File: src/rtl/linear_blend_skinning_assert.svh
// ---------------------------------------------------------------------------
// Assertion macros for the skinning engine
// Both macros sample on clk and stay quiet while rst_n is low.
// ---------------------------------------------------------------------------
`ifndef LINEAR_BLEND_SKINNING_ASSERT_SVH
`define LINEAR_BLEND_SKINNING_ASSERT_SVH

// Same-cycle implication
`define LBS_ASSERT_NOW(label, ante, cons, msg) \
  label: assert property (@(posedge clk) disable iff (!rst_n) (ante) |-> (cons)) \
    else $error(msg);

// Next-cycle implication
`define LBS_ASSERT_NEXT(label, ante, cons, msg) \
  label: assert property (@(posedge clk) disable iff (!rst_n) (ante) |=> (cons)) \
    else $error(msg);

`endif

File: src/rtl/lbs_pkg.sv
// ---------------------------------------------------------------------------
// lbs_pkg
// Shared constants, codes and controller/datapath bundles of the skinning
// engine.
// ---------------------------------------------------------------------------
package lbs_pkg;

  localparam int MAX_JOINTS_DEF = 32;
  localparam int INFLUENCES_DEF = 4;
  localparam int FIELD_INF      = 4;   // influences carried by one vertex item
  localparam int ROW_ELEMS      = 12;  // words of one 3x4 matrix

  localparam int JC_W      = 6;
  localparam int JC_RESET  = 26;
  localparam int SLOT_W    = 9;
  localparam int WORD_W    = 32;
  localparam int NRM_OUT_W = 18;
  localparam int Q_W       = 17;   // normal quotient magnitude
  localparam int T_W       = 50;   // per-influence row sum
  localparam int ACC_W     = 56;   // weighted sums over all influences
  localparam int MUL_A_W   = 34;
  localparam int MUL_B_W   = 33;
  localparam int PROD_W    = MUL_A_W + MUL_B_W;

  localparam int IN_DATA_W  = 336;
  localparam int OUT_DATA_W = 152;

  // input tdata layout
  localparam int OFS_SLOT    = 0;
  localparam int OFS_VALUE   = 9;
  localparam int OFS_BX      = 41;
  localparam int OFS_BY      = 73;
  localparam int OFS_BZ      = 105;
  localparam int OFS_BNX     = 137;
  localparam int OFS_BNY     = 169;
  localparam int OFS_BNZ     = 201;
  localparam int OFS_JOINTS  = 233;
  localparam int OFS_WEIGHTS = 265;

  typedef logic [2:0] mul_op_t;
  localparam mul_op_t MUL_NONE = 3'd0;
  localparam mul_op_t MUL_EP   = 3'd1;  // matrix element times position
  localparam mul_op_t MUL_EN   = 3'd2;  // matrix element times normal
  localparam mul_op_t MUL_WL   = 3'd3;  // low 16 bits of row sum times weight
  localparam mul_op_t MUL_WH   = 3'd4;  // high part of row sum times weight
  localparam mul_op_t MUL_SQ   = 3'd5;  // magnitude squared

  typedef logic [1:0] acc_op_t;
  localparam acc_op_t ACC_NONE = 2'd0;
  localparam acc_op_t ACC_FRAC = 2'd1;  // add product rounded to Q16.16
  localparam acc_op_t ACC_FULL = 2'd2;  // add product as is
  localparam acc_op_t ACC_ELEM = 2'd3;  // add translation element

  typedef logic [1:0] acc_dst_t;
  localparam acc_dst_t DST_TP  = 2'd0;
  localparam acc_dst_t DST_TN  = 2'd1;
  localparam acc_dst_t DST_POS = 2'd2;
  localparam acc_dst_t DST_NRM = 2'd3;

  typedef struct packed {
    logic     wr_en;
    logic     load_v;
    logic     clr_acc;
    logic     clr_t;
    logic     rd_en;
    logic [1:0] inf;
    logic [1:0] col;
    logic [1:0] row;
    mul_op_t  mul_op;
    acc_op_t  acc_op;
    acc_dst_t acc_dst;
    logic     wsrc_n;
    logic     norm_ld;
    logic     norm_shr;
    logic     norm_shl;
    logic     sq_acc;
    logic     sqrt_step;
    logic     div_init;
    logic     div_step;
    logic     div_store;
    logic     un_zero;
    logic [1:0] comp;
    logic     out_load;
  } lbs_cmd_t;

  typedef struct packed {
    logic [7:0] inf_j;
    logic       inf_wz;
    logic       mag_zero;
    logic       mag_hi;
    logic       mag_lo;
    logic       sqrt_done;
    logic       out_full;
  } lbs_sts_t;

endpackage

File: src/rtl/lbs_ctrl.sv
// ---------------------------------------------------------------------------
// lbs_ctrl
// Sequencer of the skinning engine: walks influences, rows and columns,
// then the normalize steps, and drives the datapath by command.
// ---------------------------------------------------------------------------
module lbs_ctrl #(
  parameter int MAX_JOINTS = lbs_pkg::MAX_JOINTS_DEF,
  parameter int INFLUENCES = lbs_pkg::INFLUENCES_DEF,
  localparam int DEPTH = MAX_JOINTS * lbs_pkg::ROW_ELEMS,
  localparam int AW    = $clog2(DEPTH),
  localparam int JW    = (MAX_JOINTS > 1) ? $clog2(MAX_JOINTS) : 1
) (
  input  logic                    clk,
  input  logic                    rst_n,
  input  logic                    in_tvalid,
  input  logic                    in_mode,
  output logic                    in_tready,
  input  logic                    cfg_wr_en,
  input  logic [lbs_pkg::JC_W-1:0] cfg_wr_data,
  input  lbs_pkg::lbs_sts_t       sts,
  output lbs_pkg::lbs_cmd_t       cmd,
  output logic [AW-1:0]           rd_addr
);

  localparam int NI = (INFLUENCES < lbs_pkg::FIELD_INF) ? INFLUENCES : lbs_pkg::FIELD_INF;

  localparam logic [4:0] S_IDLE = 5'd0;
  localparam logic [4:0] S_SEL  = 5'd1;
  localparam logic [4:0] S_RD   = 5'd2;
  localparam logic [4:0] S_MEP  = 5'd3;
  localparam logic [4:0] S_MEN  = 5'd4;
  localparam logic [4:0] S_ATN  = 5'd5;
  localparam logic [4:0] S_ATR  = 5'd6;
  localparam logic [4:0] S_WLP  = 5'd7;
  localparam logic [4:0] S_WHP  = 5'd8;
  localparam logic [4:0] S_WLN  = 5'd9;
  localparam logic [4:0] S_WHN  = 5'd10;
  localparam logic [4:0] S_WFN  = 5'd11;
  localparam logic [4:0] S_NLD  = 5'd12;
  localparam logic [4:0] S_NCHK = 5'd13;
  localparam logic [4:0] S_SQ   = 5'd14;
  localparam logic [4:0] S_SQE  = 5'd15;
  localparam logic [4:0] S_SQRT = 5'd16;
  localparam logic [4:0] S_DVI  = 5'd17;
  localparam logic [4:0] S_DV   = 5'd18;
  localparam logic [4:0] S_DVE  = 5'd19;
  localparam logic [4:0] S_OUT  = 5'd20;

  localparam logic [4:0] DIV_LAST = 5'(lbs_pkg::Q_W - 1);

  logic [4:0] state_r, state_nxt;
  logic [1:0] i_r, i_nxt;
  logic [1:0] r_r, r_nxt;
  logic [1:0] c_r, c_nxt;
  logic [1:0] k_r, k_nxt;
  logic [4:0] cnt_r, cnt_nxt;
  logic [JW-1:0] j_r, j_nxt;
  logic [lbs_pkg::JC_W-1:0] jc_r;
  logic inf_ok;

  always_ff @(posedge clk) begin
    if (!rst_n) begin
      state_r <= S_IDLE;
      jc_r    <= lbs_pkg::JC_W'(lbs_pkg::JC_RESET);
    end else begin
      state_r <= state_nxt;
      if (cfg_wr_en) jc_r <= cfg_wr_data;
    end
    i_r   <= i_nxt;
    r_r   <= r_nxt;
    c_r   <= c_nxt;
    k_r   <= k_nxt;
    cnt_r <= cnt_nxt;
    j_r   <= j_nxt;
  end

  assign inf_ok = !sts.inf_wz && !sts.inf_j[7] &&
                  ({1'b0, sts.inf_j[6:0]} < {2'b0, jc_r}) &&
                  (int'(sts.inf_j[6:0]) < MAX_JOINTS);

  assign in_tready = (state_r == S_IDLE);
  assign rd_addr   = AW'(int'(j_r) * lbs_pkg::ROW_ELEMS + int'(r_r) * 4 + int'(c_r));

  always_comb begin
    state_nxt = state_r;
    i_nxt     = i_r;
    r_nxt     = r_r;
    c_nxt     = c_r;
    k_nxt     = k_r;
    cnt_nxt   = cnt_r;
    j_nxt     = j_r;
    cmd       = '0;
    cmd.inf   = i_r;
    cmd.col   = c_r;
    cmd.row   = r_r;
    cmd.comp  = k_r;
    unique case (state_r)
      S_IDLE: begin
        if (in_tvalid && !in_mode) cmd.wr_en = 1'b1;
        if (in_tvalid && in_mode) begin
          cmd.load_v  = 1'b1;
          cmd.clr_acc = 1'b1;
          i_nxt       = 2'd0;
          state_nxt   = S_SEL;
        end
      end
      S_SEL: begin
        cmd.inf = i_r;
        if (inf_ok) begin
          j_nxt     = JW'(sts.inf_j[6:0]);
          r_nxt     = 2'd0;
          c_nxt     = 2'd0;
          state_nxt = S_RD;
        end else if (int'(i_r) == NI - 1) begin
          state_nxt = S_NLD;
        end else begin
          i_nxt = i_r + 2'd1;
        end
      end
      S_RD: begin
        cmd.rd_en = 1'b1;
        cmd.clr_t = (c_r == 2'd0);
        state_nxt = (c_r == 2'd3) ? S_ATR : S_MEP;
      end
      S_MEP: begin
        cmd.mul_op = lbs_pkg::MUL_EP;
        state_nxt  = S_MEN;
      end
      S_MEN: begin
        cmd.acc_op  = lbs_pkg::ACC_FRAC;
        cmd.acc_dst = lbs_pkg::DST_TP;
        cmd.mul_op  = lbs_pkg::MUL_EN;
        state_nxt   = S_ATN;
      end
      S_ATN: begin
        cmd.acc_op  = lbs_pkg::ACC_FRAC;
        cmd.acc_dst = lbs_pkg::DST_TN;
        c_nxt       = c_r + 2'd1;
        state_nxt   = S_RD;
      end
      S_ATR: begin
        cmd.acc_op  = lbs_pkg::ACC_ELEM;
        cmd.acc_dst = lbs_pkg::DST_TP;
        state_nxt   = S_WLP;
      end
      S_WLP: begin
        cmd.mul_op = lbs_pkg::MUL_WL;
        state_nxt  = S_WHP;
      end
      S_WHP: begin
        cmd.acc_op  = lbs_pkg::ACC_FRAC;
        cmd.acc_dst = lbs_pkg::DST_POS;
        cmd.mul_op  = lbs_pkg::MUL_WH;
        state_nxt   = S_WLN;
      end
      S_WLN: begin
        cmd.acc_op  = lbs_pkg::ACC_FULL;
        cmd.acc_dst = lbs_pkg::DST_POS;
        cmd.mul_op  = lbs_pkg::MUL_WL;
        cmd.wsrc_n  = 1'b1;
        state_nxt   = S_WHN;
      end
      S_WHN: begin
        cmd.acc_op  = lbs_pkg::ACC_FRAC;
        cmd.acc_dst = lbs_pkg::DST_NRM;
        cmd.mul_op  = lbs_pkg::MUL_WH;
        cmd.wsrc_n  = 1'b1;
        state_nxt   = S_WFN;
      end
      S_WFN: begin
        cmd.acc_op  = lbs_pkg::ACC_FULL;
        cmd.acc_dst = lbs_pkg::DST_NRM;
        if (r_r != 2'd2) begin
          r_nxt     = r_r + 2'd1;
          c_nxt     = 2'd0;
          state_nxt = S_RD;
        end else if (int'(i_r) == NI - 1) begin
          state_nxt = S_NLD;
        end else begin
          i_nxt     = i_r + 2'd1;
          state_nxt = S_SEL;
        end
      end
      S_NLD: begin
        cmd.norm_ld = 1'b1;
        state_nxt   = S_NCHK;
      end
      S_NCHK: begin
        if (sts.mag_zero) begin
          cmd.un_zero = 1'b1;
          state_nxt   = S_OUT;
        end else if (sts.mag_hi) begin
          cmd.norm_shr = 1'b1;
        end else if (sts.mag_lo) begin
          cmd.norm_shl = 1'b1;
        end else begin
          k_nxt     = 2'd0;
          state_nxt = S_SQ;
        end
      end
      S_SQ: begin
        cmd.mul_op = lbs_pkg::MUL_SQ;
        cmd.sq_acc = (k_r != 2'd0);
        if (k_r == 2'd2) state_nxt = S_SQE;
        else k_nxt = k_r + 2'd1;
      end
      S_SQE: begin
        cmd.sq_acc = 1'b1;
        state_nxt  = S_SQRT;
      end
      S_SQRT: begin
        if (sts.sqrt_done) begin
          k_nxt     = 2'd0;
          state_nxt = S_DVI;
        end else begin
          cmd.sqrt_step = 1'b1;
        end
      end
      S_DVI: begin
        cmd.div_init = 1'b1;
        cnt_nxt      = 5'd0;
        state_nxt    = S_DV;
      end
      S_DV: begin
        cmd.div_step = 1'b1;
        if (cnt_r == DIV_LAST) state_nxt = S_DVE;
        else cnt_nxt = cnt_r + 5'd1;
      end
      S_DVE: begin
        cmd.div_store = 1'b1;
        if (k_r == 2'd2) begin
          state_nxt = S_OUT;
        end else begin
          k_nxt     = k_r + 2'd1;
          state_nxt = S_DVI;
        end
      end
      S_OUT: begin
        if (!sts.out_full) begin
          cmd.out_load = 1'b1;
          state_nxt    = S_IDLE;
        end
      end
      default: state_nxt = S_IDLE;
    endcase
  end

endmodule

File: config.mk
export PLATFORM = sky130hd
export DESIGN_NAME = lbs_ctrl
export DESIGN_NICKNAME = d
export VERILOG_FILES = /design/src/rtl/linear_blend_skinning_assert.svh /design/src/rtl/lbs_pkg.sv /design/src/rtl/lbs_ctrl.sv
export SDC_FILE = /design/constraint.sdc
export NUM_CORES = 1
export LEC_CHECK = 0
export BUFFER_PORTS_ARGS = -buffer_cell sky130_fd_sc_hd__buf_2
export CAP_MARGIN = 0
export CORE_UTILIZATION = 55
export CTS_BUF_LIST = sky130_fd_sc_hd__clkbuf_4
export CTS_CLUSTER_DIAMETER = 100
export DETAILED_ROUTE_END_ITERATION = 7
export GPL_ROUTABILITY_DRIVEN = 0
export HOLD_SLACK_MARGIN = 0.06
export PLACE_DENSITY = 0.82
export REMOVE_ABC_BUFFERS = 1
export SLEW_MARGIN = 40
export SYNTH_ARGS = -nofsm -noshare
export SYNTH_HDL_FRONTEND = slang
export SYNTH_SLANG_ARGS = --single-unit
File: constraint.sdc
create_clock -name clk -period 7.3 [get_ports clk]
set_clock_uncertainty 0.05 [all_clocks]
set_input_delay 0.73 -clock clk [delete_from_list [all_inputs] [get_ports clk]]
set_output_delay 0.73 -clock clk [all_outputs]
set_load 0.01 [all_outputs]
==> results of run 1 <==
-- stage by stage --
stage	hold WS, ns	util	power (mW)	setup slack [ns]	instance area [um2]
after floorplan	0.4093	-	0.4912	3.964	2283
after global placement	0.4268	0.6583	0.5978	3.907	2671
after detailed placement	0.4311	0.6583	0.6052	3.678	2671
after CTS	0.4466	0.6707	0.6942	3.330	2721
after global routing	0.4861	0.6710	0.7475	3.095	2723
final	0.4431	0.6710	0.6981	3.310	2723
-- power groups by stage --
stage	Combinational [mW]	Clock (mW)	Sequential [mW]
2_1_floorplan	0.225	0	0.267
3_3_place_gp	0.321	0	0.276
3_5_place_dp	0.328	0	0.277
4_1_cts	0.330	0.0912	0.273
5_1_grt	0.367	0.0977	0.282
6_report	0.332	0.0903	0.276
-- registers in the layout (all words and copies together) (netlist names) --
register  count
jc_r          6
cnt_r         5
state_r       5
r_r           2
j_r           5
i_r           2
c_r           2
k_r           2
-- cell families after synthesis --
group                    count (synthesis)  share of synthesized area
AND/OR/NAND/NOR                        111                     0.2529
AO/OA/AOI/OAI                           58                     0.1713
buffers and inverters                   42                    0.07211
flip-flops                              29                     0.3224
adder cells (fa/ha/maj)                 22                     0.1230
XOR/XNOR                                11                    0.04083
multiplexers                             4                    0.01750
-- worst min-delay path, stage by stage (launching register included) --
cell and delay, ns:
dfxtp_1 0.30, inv_1 0.06, o211ai_1 0.08
-- area by class of cell --
| class | count | area [um2] | area share |
|---|---|---|---|
| inverter | 25 | 93.84 | 0.03447 |
| sequential | 29 | 762.0 | 0.2799 |
| clock buffer | 5 | 37.54 | 0.01379 |
| timing repair buffer | 65 | 325.3 | 0.1195 |
| clock inverter | 3 | 12.51 | 0.004596 |
| multi-input combinational | 206 | 1429 | 0.5248 |
| tap | 50 | 62.56 | 0.02298 |
-- cells in the final DEF, fill, tap and decap left out, types with 3 or more instances in the layout --
master / count
buf_2: 65
nor2_1: 32
inv_1: 24
ha_1: 20
edfxtp_1: 18
nand2_1: 16
a21oi_1: 11
o21ai_0: 11
dfxtp_1: 10
nor3_1: 9
and3_1: 9
xnor2_1: 8
nand3_1: 7
nor2b_1: 7
nand2b_1: 7
and2_1: 5
nor4_1: 5
a31oi_1: 5
clkbuf_4: 5
a21o_1: 4
o211ai_1: 4
xor2_1: 3
mux2i_1: 3
-- metal layers --
| metal | vias up | part of all wire |
|---|---|---|
| met5 | - | 0 |
| met3 | 3 | 0.063 |
| met4 | 0 | 0.0025 |
| li1 | 1103 | - |
| met1 | 1009 | 0.42 |
| met2 | 80 | 0.51 |
-- path summary, 6_finish.rpt --
path / startpoint / end / slack, ns
worst max-delay path: j_r[1]$_DFFE_PP_ / rd_addr[8] / 3.31
worst min-delay path: jc_r[1]$_SDFFE_PN1P_ / jc_r[1]$_SDFFE_PN1P_ / 0.44
worst max register to register: state_r[3]$_SDFFE_PN0P_ / state_r[2]$_SDFFE_PN0P_ / 4.58
worst min register to register: jc_r[1]$_SDFFE_PN1P_ / jc_r[1]$_SDFFE_PN1P_ / 0.44
-- synthesized netlist by cell type, drive strengths merged (2+ instances only) --
cell	count	area, um2
nor2	32	120.1
inv	25	93.84
ha	20	250.2
edfxtp	18	540.5
nand2	16	60.06
o21ai	12	60.05
a21oi	11	55.05
clkbuf	11	41.29
dfxtp	11	220.2
and3	9	56.30
nor3	9	45.04
xnor2	8	70.07
nand2b	7	43.79
nand3	7	35.03
nor2b	7	43.79
and2	6	40.04
buf	6	35.03
a21o	5	38.79
a31oi	5	31.28
nor4	5	31.28
o211ai	4	30.03
a211oi	3	27.52
mux2i	3	30.03
o221a	3	33.78
xor2	3	26.28
a2111oi	2	17.52
a311oi	2	17.52
a41oi	2	17.52
and3b	2	21.27
fa	2	40.04
nand3b	2	15.01
nand4	2	12.51
nor3b	2	20.02
o31a	2	17.52
==> run metrics, run 1 <==
first-pass GRT wire length 7.955 mm; Worst Hold Class reg -> reg; Routed Antenna Nets 0; clock buffer count from CTS 5; # nets final 379; grt met3 use 0.04392; Avg Cell Area, Syn 8.519 um2; Tmin final 3.990 ns; CP most frequent cell o21ai_0; cells on worst reg2reg path 6; CTS tree yes; via/cell ratio 5.731; global router's overall resource usage 0.2313; Max stage delay cell, worst path fa_1; CTS resizes 0; die height 67.50 um; crit path capture type output pin; Yosys cell types 57; setup_tns 0 ns; Antenna diodes 0; placed insts 375; GRT overflow 0; Crit Path Max Fanout 4; crit path kind reg -> out; clk slew on worst S/H paths 0.09 ns; Stages on worst setup path 9; Crit path max-delay family simple AND/OR/NAND/NOR gates; H-tree depth 2; I/O pin cnt 66; hold depth 2; ys flop type edfxtp_1; Sw Share 0.4546; worst endpoint data arrival time 3.21 ns; Fin. Hold Viols 0; core area 0.004058 mm2; share of cells above drive strength 1 0.2523; Detailed Routing Iterations Pass 1 4; GR Layer Usage met2 0.3750; number of global-route vias before repair 1783; Post-synth EDFFs 18; Root Driver clkbuf_4; Max VDD drop 233.0 uV; Max-cap violations 0; register area share after synthesis 0.3224; part of the power in combinational logic 0.475; Avg WL per Cell 13.68 um; post-CTS setup buffers 0; final worst path period share 0.5465; busiest grt layer met2; Hold-fix buffers, CTS 0; # rows 23; fill cell count 361; clock share of power 0.129; leakage power 1.298 nW; Cell Area, Synth 0.002360 mm2; status finished clean; worst-skew pair later-pin latency 0.33 ns; Slew Limit Fails 0; P_int 380.8 uW; Yosys reg bits 29; Non-Filler Instances 383; WL final 5.239 mm; PortBufs 65; async set or reset register ratio after synthesis 0; die width 67.50 um; buffer and inverter count on the worst path 2; Starting Density 0.5816; PD cells 256.4 mW/mm2; Crit path largest cell delay 0.49 ns; DIE AREA 0.004556 mm2; Syn. warnings 0; Residual DRC 0; RSZ-0062 raised after global routing no; P&R area growth vs syn 15.38%; clk sinks 29; initial drt markers 92; antenna violations before repair 0; Worst Setup Start Kind register; CTS Buffer Depth 2; P_sw 317.4 uW; Fmax 0.2507 GHz; Seq pwr share 0.396; Relative slew margins 0.4962; Cells after Synth 277; Worst-Margin Slew 0.7547 ns; setup violators final 0; GR Util met1 0.3153; crit-path cells ha_1 -> inv_1 -> fa_1 -> nor3b_2 -> or4b_1 -> a2111oi_0 -> o21ai_0 -> o21ai_0 -> buf_2; post-DP HPWL 4.040 mm; via count 2195; critical path data required time 6.52 ns; pin count of the biggest net entering global routing 28
(Power assumes the default switching activity.)
==> run 2, diff against run 1 <==
--- a/config.mk
+++ b/config.mk
@@ -5,15 +5,16 @@
 export SDC_FILE = /design/constraint.sdc
 export NUM_CORES = 1
 export LEC_CHECK = 0
+export ABC_AREA = 1
 export BUFFER_PORTS_ARGS = -buffer_cell sky130_fd_sc_hd__buf_2
 export CAP_MARGIN = 0
-export CORE_UTILIZATION = 55
+export CORE_UTILIZATION = 49
 export CTS_BUF_LIST = sky130_fd_sc_hd__clkbuf_4
 export CTS_CLUSTER_DIAMETER = 100
 export DETAILED_ROUTE_END_ITERATION = 7
 export GPL_ROUTABILITY_DRIVEN = 0
 export HOLD_SLACK_MARGIN = 0.06
-export PLACE_DENSITY = 0.82
+export PLACE_DENSITY = 0.77
 export REMOVE_ABC_BUFFERS = 1
 export SLEW_MARGIN = 40
 export SYNTH_ARGS = -nofsm -noshare
==> constraint.sdc (replaced) <==
create_clock -name clk -period 3.55 [get_ports clk]
set_clock_uncertainty 0.05 [all_clocks]
set_input_delay 0.355 -clock clk [delete_from_list [all_inputs] [get_ports clk]]
set_output_delay 0.355 -clock clk [all_outputs]
set_load 0.01 [all_outputs]
==> run 2 against run 1 <==
Compared with the run above:
- sequential cell count stayed put
- first-iteration DRC count increased by 53%
- design area up 1.9%
- core utilization decreased by 5.5 points
- via count up 4.1%
- power up 96%
- routed wire length grew 1.9%
- sequential power rose by 79%
- worst hold slack lost 0.27 ns
- critical path type unchanged
- critical endpoint is now rd_addr[7]
==> run metrics, run 2 <==
status finished clean; Worst-Margin Slew 0.6901 ns (-0.06461 ns); clk slew on worst S/H paths 0.10 ns (about the same); # nets final 439 (+16%); P_sw 635.4 uW (+100%); Slew Limit Fails 0 (unchanged); Critical R2R Launch state_r[4]$_SDFFE_PN0P_; most frequent cells in the layout buf_2 (65), nand2_1 (55), nor2_1 (51); critical path data required time 3.14 ns (-3.38 ns); Crit path largest cell delay 0.44 ns (-0.05 ns); Detailed Routing Iterations Pass 1 4 (unchanged); I/O pin cnt 66 (unchanged); GRT overflow 0 (unchanged); Sw Share 0.4634 (+0.008828); top cells by count, synth nand2_1 (55), nor2_1 (51), inv_1 (50); Worst Hold Class in -> reg; Tmin final 2.645 ns; top-count cell post-synth nand2_1; post-CTS setup buffers 0 (unchanged); Residual DRC 0 (unchanged); CP startpoint j_r[1]$_DFFE_PP_; share of cells above drive strength 1 0.2621 (+0.009834); CTS Buffer Depth 2 (unchanged); clock share of power 0.144 (+0.015); PD cells 494.3 mW/mm2 (+93%); Root Driver clkbuf_4; leakage power 1.542 nW (+19%); final worst path period share 0.7450; Avg WL per Cell 12.00 um (-12%); Worst Setup Start Kind register; Routed Antenna Nets 0 (unchanged); core area 0.004504 mm2 (+11%); async set or reset register ratio after synthesis 0 (unchanged); RSZ-0062 raised after global routing no; die height 71.49 um (+5.9%); R2R Setup Slk 1.40 ns (-3.18 ns); setup_tns 0 ns (unchanged); RR Endpoint k_r[1]$_SDFFCE_PN0P_; antenna violations before repair 0 (unchanged); initial drt markers 141 (+53%); PortBufs 65 (unchanged); Setup crit end rd_addr[7]; first-pass GRT wire length 8.907 mm (+12%); Max stage delay cell, worst path edfxtp_1; DIE AREA 0.005111 mm2 (+12%); register area share after synthesis 0.3215 (-0.0008524); WL final 5.341 mm (+1.9%); pin count of the biggest net entering global routing 11 (-61%); M1 wire length 2.481 mm (+12%); P_int 735.8 uW (+93%); worst-skew pair later-pin latency 0.33 ns (about the same); H-tree depth 2 (unchanged); Yosys top cell by area edfxtp_1; Starting Density 0.5253 (-0.05628); CTS resizes 0 (unchanged); setup violators final 0 (unchanged); Cell Area, Synth 0.002366 mm2 (+0.27%); Fmax 0.3781 GHz; top cell type's share of synthesized area 0.2285 (-0.0006056); Hold-fix buffers, CTS 0 (unchanged); fill cell count 416 (+15%); Yosys cell types 32 (-44%); metal2 WL 2.544 mm (-5.0%); placed insts 437 (+17%); post-DP HPWL 4.513 mm (+12%); total power 1.371 mW (+96%); commonest non-fill, non-tap cell in the layout buf_2; top layer reached by signal wires met4; via/cell ratio 5.133 (-10%); clock buffer count from CTS 5 (unchanged); Fin. Hold Viols 0 (unchanged); Syn. warnings 0 (unchanged); Antenna diodes 0 (unchanged); CTS tree yes; Relative slew margins 0.5351 (+0.03890); crit path capture type output pin; Avg Cell Area, Syn 7.280 um2 (-15%); clk sinks 29 (unchanged); worst endpoint data arrival time 2.24 ns (-0.97 ns); Synth area leaders edfxtp_1 (23%), ha_1 (11%), dfxtp_1 (9.3%), nand2_1 (8.7%), nor2_1 (8.1%); max reg flops 6 (unchanged); number of global-route vias before repair 2096 (+18%); most flop-heavy register jc_r; met3 WL 237 um (-28%); Seq pwr share 0.361 (-0.035); Max VDD drop 306.3 uV (+31%); global router's overall resource usage 0.2208 (-0.01056); cells on worst reg2reg path 6 (unchanged); Cells after Synth 325 (+17%); part of the power in combinational logic 0.494 (+0.019); Yosys reg bits 29 (unchanged); crit-path cells ha_1 -> ha_1 -> nand2_1 -> inv_1 -> o21ai_0 -> nor2_1 -> nand2_1 -> xnor2_1 -> buf_2; crit path kind reg -> out; via count 2284 (+4.1%); Post-synth EDFFs 18 (unchanged); Non-Filler Instances 445 (+16%); ys flop type edfxtp_1; Max-cap violations 0 (unchanged); Crit Path Max Fanout 3 (-1); # rows 24 (+4.3%); P&R area growth vs syn 17.24%; die width 71.49 um (+5.9%)
==> run 2: layer usage <==
layer  vias up  GRT usage
met4         0    0.07190
li1       1177          -
met2        62     0.3608
met5         -          0
met3         6    0.04079
met1      1039     0.2978
==> run 2: worst min-delay path by stage <==
| stage | depth (start not counted) | end | slack (ns) | from |
|---|---|---|---|---|
| CTS | 1 | j_r[4]$_DFFE_PP_ | 0.16 | sts[10] |
| floorplan | 2 | jc_r[2]$_SDFFE_PN0P_ | 0.39 | jc_r[2]$_SDFFE_PN0P_ |
| finish | 1 | j_r[4]$_DFFE_PP_ | 0.17 | sts[10] |
| global placement | 2 | jc_r[5]$_SDFFE_PN0P_ | 0.39 | jc_r[5]$_SDFFE_PN0P_ |
| global route | 1 | j_r[4]$_DFFE_PP_ | 0.15 | sts[10] |
| detailed placement | 2 | jc_r[5]$_SDFFE_PN0P_ | 0.41 | jc_r[5]$_SDFFE_PN0P_ |
==> run 2: layout make-up <==
cell class	count	area, um2	share of cell area
clock buffers	5	37.54	0.01353
clock inverters	3	17.52	0.006315
inverters	59	221.5	0.07984
multi-input cells	232	1346	0.4853
flip-flops and latches	29	760.7	0.2742
well taps	52	65.06	0.02346
repair buffers	65	325.3	0.1173
==> run 2: critical path: cells and delay by family (launching register included) <==
family	cells	cell delay, ns
adders and majority gates	2	0.65
DFF	1	0.44
AOI/OAI and AO/OA	1	0.33
and+or+nand+nor	3	0.22
buffers and inverters	2	0.18
xor gates and xnor gates	1	0.10
==> run 2: kinds of logic (layout without fill, tap and decap cells) <==
family,after synthesis,count (layout),share of synthesized area
AOI/OAI and AO/OA,37,37,0.08778
xor gates and xnor gates,11,11,0.04072
adders and majority gates,22,22,0.1227
buffers and inverters,64,132,0.1095
DFF,29,29,0.3215
and+or+nand+nor,162,162,0.3178
==> run 2: power by group through the flow <==
stage / Sequential [mW] / Combinational [mW] / Clock, mW
2_1_floorplan: 0.506 / 0.461 / 0
3_3_place_gp: 0.500 / 0.664 / 0
3_5_place_dp: 0.503 / 0.673 / 0
4_1_cts: 0.495 / 0.678 / 0.202
5_1_grt: 0.505 / 0.771 / 0.215
6_report: 0.495 / 0.678 / 0.198
==> run 2: per-stage QoR <==
step / util / hold WS (ns) / setup slack [ns] / area, um2
after global routing: 0.6158 / 0.1531 / 0.7432 / 2774
after detailed placement: 0.6036 / 0.4059 / 1.268 / 2719
after CTS: 0.6158 / 0.1580 / 0.9023 / 2774
after floorplan: - / 0.3867 / 1.454 / 2328
final: 0.6158 / 0.1699 / 0.9053 / 2774
after global placement: 0.6036 / 0.3948 / 1.354 / 2719
